**src/hw/rtl/dosw_mul.sv**
```systemverilog
// ---------------------------------------------------------------------------
// dosw_mul: shared 32 x 32 unsigned multiplier
// Operands are taken each cycle; the product is registered.
// ---------------------------------------------------------------------------
`default_nettype none

module dosw_mul (
  input  wire logic        clk,
  input  wire logic [31:0] a,
  input  wire logic [31:0] b,
  output logic      [63:0] p
);

  // One registered partial product per cycle.
  always_ff @(posedge clk) begin
    p <= a * b;
  end

endmodule

`default_nettype wire

```
**config.mk**
```make
export PLATFORM = sky130hd
export DESIGN_NAME = dosw_mul
export DESIGN_NICKNAME = d
export VERILOG_FILES = /design/src/hw/rtl/dosw_mul.sv
export SDC_FILE = /design/constraint.sdc
export NUM_CORES = 2
export LEC_CHECK = 0
export BUFFER_PORTS_ARGS = -buffer_cell sky130_fd_sc_hd__buf_4
export CORE_ASPECT_RATIO = 1.5
export CORE_MARGIN = 4
export CORE_UTILIZATION = 45
export CTS_CLUSTER_DIAMETER = 200
export DETAILED_ROUTE_END_ITERATION = 16
export GPL_TIMING_DRIVEN = 0
export PLACE_DENSITY_LB_ADDON = 0.12
export SYNTH_ARGS = -nofsm -noshare
export SYNTH_HDL_FRONTEND = slang
export SYNTH_SLANG_ARGS = --single-unit
```
**constraint.sdc**
```tcl
create_clock -name clk -period 12.76 [get_ports clk]
set_clock_uncertainty 0.2 [all_clocks]
set_input_delay 3.19 -clock clk [delete_from_list [all_inputs] [get_ports clk]]
set_output_delay 3.19 -clock clk [all_outputs]
set_load 0.03 [all_outputs]
```
==> results.cfg <==
[timing]
slew_headroom = 0.133
hold_viol = 0
period_share = 0.932
setup_tns_ns = 0
period_needed_ns = 11.89
setup_viol = 0
rsz0062_at_grt = no
drv_slew = 0
fin_ws_ns = 0.868
tightest_slew_ns = 1.30
max_freq_mhz = 84.1

[cts]
cts_root_buf = clkbuf_16
cts_sinks = 64
tritoncts = done
cts_hold_buf = 0
numCtsBuffers = 9
post_cts_resized = 0
cts.path.max_buffers = 2
postCtsSetupBuffers = 0
htreeDepth = 3
cts.clk_slew.worst_paths_ns = 0.06

[finish]
nNetsFinal = 5111
seq_area_um2 = 1280
drive_gt1_frac = 0.0424
multi_input_comb_area_um2 = 29300
fin_util = 0.488
largest-register = p
largest_reg_flops = 64
nFillCells = 7628
syn_to_final_growth_pct = 7.36
top_regs = p (64)

[worst_setup_path]
cp_common_cell = fa_1
cp-start-kind = input port
slowest_stage = clkbuf_1
path_buf_inv = 6
crit_fanout = 10
cpPeakStageDelay_ns = 0.93
path_cells = buf_4 -> clkbuf_1 -> nand2_1 -> fa_1 -> inv_1 -> fa_1 -> fa_1 -> fa_1 -> fa_1 -> fa_1 -> fa_1 -> inv_1 -> fa_1 -> inv_1 -> ha_1 -> buf_2 -> nand4_1 -> or4_1 -> or3_1 -> a31oi_1 -> a31o_2 -> a211oi_1 -> o21ai_1 -> xor2_1
cp-startpoint = b[28]
worst_ep_required_time_ns = 12.87
end_kind = flop
path_class = input port to flop
crit_arrival_ns = 12.00
critical-path-top-delay-family = adder cells

[drt]
drc = 0
viasPerCell = 5.44
drt-total-wl_um = 139000
firstDrtPassIters = 5
wl_per_cell_um = 28.3
vias = 26700
drtIter0Drc = 1616
ant_nets = 0

[run]
drv_cap = 0

[yosys]
synth_area_um2 = 34700
synth_area_leader_cell = fa_1
synth_flop_cell = dfxtp_1
synth_common_cells = 896 x fa_1, 865 x inv_1, 602 x and2_1
yosys-top-cells-area = fa_1 52%, and2_1 11%, ha_1 9.5%
yosysMostFrequentCell = fa_1
synth_edf_count = 0
async_flop_share = 0
syn_inst = 3748
yosysWarnings = 0
syn-num-nets = 4972
ys_types = 57
avgSynthCellArea_um2 = 9.25
post-synth-top-area-fraction = 0.517
yosysSeqAreaShare = 0.0369
synth-seq-cells = 64

[floorplan]
dieArea_um2 = 81700
initial_utilization = 0.454
core_um2 = 76300
die_h_um = 348
ios = 129
die_w_um = 235
rows = 124

[placed_design]
dp_hpwl_um = 119000
gp_congestion = 1.03
io_buffer_count = 128
pre_cts_ws_ns = 0.739

[worst_hold_path]
hold_depth = 2
worstHoldPathType = input port to flop
min_from = b[0]
min_to = p[0]

[grt]
grt_pass1_wl_um = 198000
antenna_found_initial = 5
grt_max_degree = 11
track_usage = 0.342
grt_pass1_vias = 29300
grt_overflow = 0

[outcome]
status = finished, final reports clean
==> worst max path at each step <==
| stage | end | depth (start not counted) |
|---|---|---|
| after floorplan | p[62] | 25 |
| after global placement | p[63] | 26 |
| after detailed placement | p[62] | 24 |
| after CTS | p[62] | 24 |
| after global routing | p[62] | 24 |
| final | p[62] | 24 |
==> final cells by class <==
type,instances,area share
clock buffers,12,0.00689
multi-input cells,2599,0.787
inverters,865,0.0872
repair buffers,128,0.0258
well taps,1008,0.0339
plain buffers,220,0.0224
clock inverters,3,0.00175
flip-flops and latches,64,0.0344
diodes,3,0.000202
==> through the flow <==
step           cell area [um2]  std cells  hold WS [ns]
4_1_cts                  37200       4899          2.90
6_report                 37200       4902          2.92
3_3_place_gp             36900       4884          3.30
2_1_floorplan            34700       3748          3.12
5_1_grt                  37200       4899          2.92
3_5_place_dp             36900       4884          3.31
==> cells by family (layout without fill, tap and decap cells) <==
kind of cell               Yosys count  in the layout  synth area share
other                                0              3                 0
DFF                                 64             64            0.0369
xor gates and xnor gates            60             60            0.0152
buffers and inverters             1085           1228             0.118
muxes                                1              1          0.000289
and+or+nand+nor                   1177           1177             0.176
AOI/OAI and AO/OA                  202            202            0.0415
adders and majority gates         1159           1159             0.612
==> cells in the final DEF (no fill, tap or decap), types with 14 or more instances in the layout <==
| master | instances |
|---|---|
| a21o_1 | 40 |
| and3_1 | 14 |
| inv_1 | 865 |
| xnor2_1 | 35 |
| o21ai_0 | 21 |
| dfxtp_1 | 64 |
| nor2_1 | 20 |
| a21oi_1 | 63 |
| nand2_1 | 480 |
| xor2_1 | 25 |
| ha_1 | 263 |
| clkbuf_1 | 214 |
| nand4_1 | 23 |
| fa_1 | 896 |
| and2_1 | 602 |
| buf_4 | 128 |
==> routing by layer <==
metal,GRT usage,share of wire
met1,0.346,0.31
met2,0.590,0.50
met3,0.0457,0.053
met4,0.350,0.13
met5,0,0
Power is left out: the tool's default activity adds up to more than one toggle a clock period on the data nets, which glitch-free logic cannot reach.
