==> src/hw/rtl/dosw_pkg.sv <==
// ---------------------------------------------------------------------------
// dosw_pkg: shared definitions for the discrete-ordinates cell sweep
// Widths of the wide datapath and the status group of the shared divider.
// ---------------------------------------------------------------------------
`default_nettype none

package dosw_pkg;

  // Width of the cell numerator and denominator.
  localparam int WIDE_W = 100;
  // Quotient bits produced by one division pass.
  localparam int QUOT_W = 33;

  // Status reported by the divider to the sequencer.
  typedef struct packed {
    logic              done;
    logic              over;
    logic [QUOT_W-1:0] quot;
  } div_status_t;

endpackage

`default_nettype wire

==> src/hw/rtl/dosw_div.sv <==
// ---------------------------------------------------------------------------
// dosw_div: iterative restoring divider
// Forms a 33-bit quotient of {num_hi, num_lo} / den, one bit per cycle, and
// flags when the true quotient does not fit in 33 bits.
// ---------------------------------------------------------------------------
`default_nettype none

module dosw_div (
  input  wire logic                          clk,
  input  wire logic                          rst,
  input  wire logic                          start,
  input  wire logic [dosw_pkg::WIDE_W-1:0]   num_hi,
  input  wire logic [dosw_pkg::QUOT_W-1:0]   num_lo,
  input  wire logic [dosw_pkg::WIDE_W-1:0]   den,
  output dosw_pkg::div_status_t              status
);

  import dosw_pkg::*;

  localparam int CNT_W = $clog2(QUOT_W + 1);

  logic [WIDE_W-1:0] rem;
  logic [WIDE_W-1:0] dvs;
  logic [QUOT_W-1:0] lo;
  logic [QUOT_W-1:0] quot;
  logic [CNT_W-1:0]  cnt;
  logic              over;
  logic              done;
  logic [WIDE_W:0]   trial;
  logic              fits;

  // Shift in the next dividend bit and compare against the divisor.
  assign trial = {rem, lo[QUOT_W-1]};
  assign fits  = trial >= {1'b0, dvs};

  // Control: bit counter and completion pulse.
  always_ff @(posedge clk) begin
    if (rst) begin
      cnt  <= '0;
      done <= 1'b0;
    end else if (start) begin
      cnt  <= CNT_W'(QUOT_W);
      done <= 1'b0;
    end else begin
      done <= (cnt == CNT_W'(1));
      if (cnt != '0) begin
        cnt <= cnt - CNT_W'(1);
      end
    end
  end

  // Datapath: remainder, dividend shift register and quotient.
  always_ff @(posedge clk) begin
    if (start) begin
      rem  <= num_hi;
      lo   <= num_lo;
      dvs  <= den;
      over <= num_hi >= den;
      quot <= '0;
    end else if (cnt != '0) begin
      lo   <= {lo[QUOT_W-2:0], 1'b0};
      quot <= {quot[QUOT_W-2:0], fits};
      if (fits) begin
        rem <= WIDE_W'(trial - {1'b0, dvs});
      end else begin
        rem <= trial[WIDE_W-1:0];
      end
    end
  end

  assign status.done = done;
  assign status.over = over;
  assign status.quot = quot;

endmodule

`default_nettype wire

==> config.mk <==
export PLATFORM = sky130hd
export DESIGN_NAME = dosw_div
export DESIGN_NICKNAME = d
export VERILOG_FILES = /design/src/hw/rtl/dosw_pkg.sv /design/src/hw/rtl/dosw_div.sv
export SDC_FILE = /design/constraint.sdc
export NUM_CORES = 1
export LEC_CHECK = 0
export ABC_AREA = 1
export BUFFER_PORTS_ARGS = -buffer_cell sky130_fd_sc_hd__clkbuf_2
export CAP_MARGIN = 20
export CORE_ASPECT_RATIO = 2
export CORE_MARGIN = 10
export CORE_UTILIZATION = 45
export CTS_CLUSTER_DIAMETER = 50
export CTS_CLUSTER_SIZE = 25
export DETAILED_ROUTE_END_ITERATION = 12
export PLACE_DENSITY = 0.68
export SYNTH_ARGS = -nofsm -noshare
export SYNTH_HDL_FRONTEND = slang
export SYNTH_SLANG_ARGS = --single-unit
export TNS_END_PERCENT = 100
==> constraint.sdc <==
create_clock -name clk -period 6.5 [get_ports clk]
set_input_delay 0.65 -clock clk [delete_from_list [all_inputs] [get_ports clk]]
set_output_delay 0.65 -clock clk [all_outputs]
set_load 0.03 [all_outputs]
==> reports/qor.txt <==
Status - complete, no violations
Post-Layout Cell Count - 4922
Hold crit path type - in2reg
Xor and xnor area share after synthesis - 1.99%
RSZ-0062 raised after global routing - false
Max-slew violations - 0
Root buffer cell - clkbuf_16
Worst path top cell family by delay - simple AND/OR/NAND/NOR gates
Unique masters post-synth - 43
Main combinational cell family by area after synthesis - simple AND/OR/NAND/NOR gates
Fin crit period - 4.69 ns
Clock power share - 13.0%
Die height - 354 µm
Max-cap violations - 0
Max FO, Critical Path - 58
Vias in the first global route - 25000
Worst-path cell chain - ha_1 > nand2_1 > nor2_1 > nand2_1 > nor2_1 > nand2_1 > nand3_2 > nand2_1 > nand2_2 > nand2_2 > nand3_4 > buf_4 > nand3_1 > nand3_1 > nand2_1
# hold bufs at CTS - 0
Final global-route overflow total - 0
Vias per cell - 5.04
Initial Util - 45.4%
Wirelength per Cell - 19.2 µm
CTS Buf Count - 22
Commonest cells after routing, fill and taps aside - nand2_1 (1451), inv_1 (950), clkbuf_2 (269)
Drt pass-1 iters - 5
Worst reg-to-reg path cell count - 15
Number of nets with antenna violations after routing - 0
Seq pwr share - 23.4%
Slowest-stage cell, CP - nand3_4
Max frequency - 0.213 GHz
Postcts setup bufs - 0
Post-synthesis compound-gate area fraction - 4.51%
Area growth, synth to finish - 10.8%
Slowest cell delay on critical path - 0.91 ns
Number of synthesized flops with an enable pin - 234
Hold path depth - 1
Clock skew - 0.0347 ns
DP Wirelength - 80400 µm
Routability Congestion - 1.05
Via Count - 24800
Critical R2R Launch - rem[13]
Initial antenna violation count - 0
R2r setup slk - 1.81 ns
FF-to-FF End - rem[58]
CTS resizes - 0
Cell-internal power - 0.00545 W
Critical path class - reg2reg
Post-Syn Nets - 4379
Mapped Avg Cell Area - 6.38 µm²
Seq/Total Area, Yosys - 31.1%
Switching power - 0.00603 W
CTS tree - yes
Horiz. Die Dim - 187 µm
Lkg Pwr - 16.0 nW
Switching share of power - 52.5%
Final hold vios - 0
CP Launch Type - flip-flop
Headroom to the max-slew limit - 25.1%
DRT iter0 DRCs - 1515
Port bufs - 270
Stages on worst setup path - 15
Simple-Gate Fraction of Synth Area - 35.9%
# IOs - 271
Core Util, Final - 50.3%
DP Cell Count - 4881
Tightest Pin Transition - 1.11 ns
Number of placement rows - 122
Top cell by count, worst path - nand2_1
Tot Pwr - 0.0115 W
CP Capture Type - flip-flop
First-pass GRT wire length - 142000 µm
Adder-cell share of the synthesized area - 10.2%
WHS Endpoint - dvs[80]
Crit path buf inv count - 1
Clock Sinks - 274
Core ar. - 0.0554 mm²
GRT Util Overall - 27.6%
Largest net degree at the start of global routing - 154
Most common cell after layout, fill and taps aside - nand2_1
Setup TNS - 0 ns
Setup WS pre-CTS - 1.89 ns
Maximum buffer depth of the clock tree - 3
Min setup slack post-route - 1.81 ns
Asr flop ratio synth - 0%
H-tree depth - 1
Crit path DAT - 5.01 ns
Die area - 0.0663 mm²
Comb pwr share - 63.5%
Clock transition at path regs - 0.09 ns
Synth Flop Type - edfxtp_1
Remaining DRCs - 0
Worst hold start - den[80]
Pwr dens - 412 mW/mm²
Mapped Cells - 3939
Total wire length - 94500 µm
Nets - 4601
Maximum VDD drop - 0.252 mV
Mux share of post-synthesis cell area - 0%
Worst EP required - 6.82 ns
Final setup vio count - 0
Synth Cell Area - 0.0251 mm²
Synth Register Bits - 274
Final Cycle Share - 72.2%
Layout cells sized above 1 - 9.38%
Worst skew pair latency - 0.59 ns
Synth warnings - 0
## state kept, by name, indices dropped and copies added, names as in the netlist
register	cells
rem	100
quot	33
cnt	6
done	1
lo	33
dvs	100
over	1
## layer usage
| layer | part of all wire [%] | wire (µm) | track usage, % |
|---|---|---|---|
| met5 | 0 | 0 | 0 |
| met3 | 4.3 | 4070 | 3.29 |
| met4 | 6.4 | 6040 | 16.2 |
| met2 | 55 | 52100 | 54.9 |
| met1 | 34 | 32300 | 26.2 |
## worst max path at each step
| stage | start | to | slack [ns] |
|---|---|---|---|
| detailed placement | rem[34] | rem[58] | 1.89 |
| global route | rem[10] | rem[51] | 1.43 |
| CTS | rem[13] | rem[58] | 1.87 |
| floorplan | start | lo[0] | 1.02 |
| finish | rem[13] | rem[58] | 1.81 |
| global placement | rem[34] | rem[58] | 1.98 |
## power groups by stage
stage / Clock, W / Combinational (W) / Sequential, W
4_1_cts: 0.00152 / 0.00723 / 0.00269
2_1_floorplan: 0 / 0.00506 / 0.00268
6_report: 0.00150 / 0.00729 / 0.00269
3_5_place_dp: 0 / 0.00720 / 0.00272
5_1_grt: 0.00159 / 0.00809 / 0.00274
3_3_place_gp: 0 / 0.00718 / 0.00270
## kinds of logic (layout without fill, tap and decap cells)
family / after synthesis / in the layout
AOI/OAI and AO/OA: 206 / 206
xor gates and xnor gates: 57 / 57
adders and majority gates: 204 / 204
buffers and inverters: 1051 / 1289
DFF: 274 / 274
other: 0 / 1
and+or+nand+nor: 2147 / 2147
## cells in the mapped netlist (all sizes together) (2+ instances only)
master  count  share of area (%)
nand2    1465                 22
inv       969                 14
nand3     262                5.5
nor2      238                3.9
edfxtp    234                 28
ha        203                 10
nand4     144                3.6
a21oi     120                2.4
buf        61                1.5
xnor2      56                2.0
dfxtp      40                3.2
o21ai      32               0.64
o22ai      31               0.77
nor3       21               0.44
clkbuf     20               0.30
nor4       10               0.25
o21a        6               0.18
nand3b      4               0.12
o211ai      4               0.12
o21bai      4               0.12
and2        3              0.075
o221ai      3               0.10
a211oi      2              0.060
## stage by stage
stage | area (µm²) | hold slack [ns]
final | 27800 | 0.243
after global routing | 27800 | 0.237
after CTS | 27800 | 0.219
after detailed placement | 27100 | 0.449
after global placement | 27100 | 0.442
after floorplan | 25100 | 0.443
## layout make-up
cell class,instances,area (µm²)
well taps,744,931
fillers,5953,27600
clock buffers,25,593
diodes,1,2.50
flip-flops and latches,274,7830
inverters,970,3650
clock inverters,15,179
repair buffers,279,1440
multi-input cells,2614,13200
No activity file was read; power rests on OpenSTA's default activity.
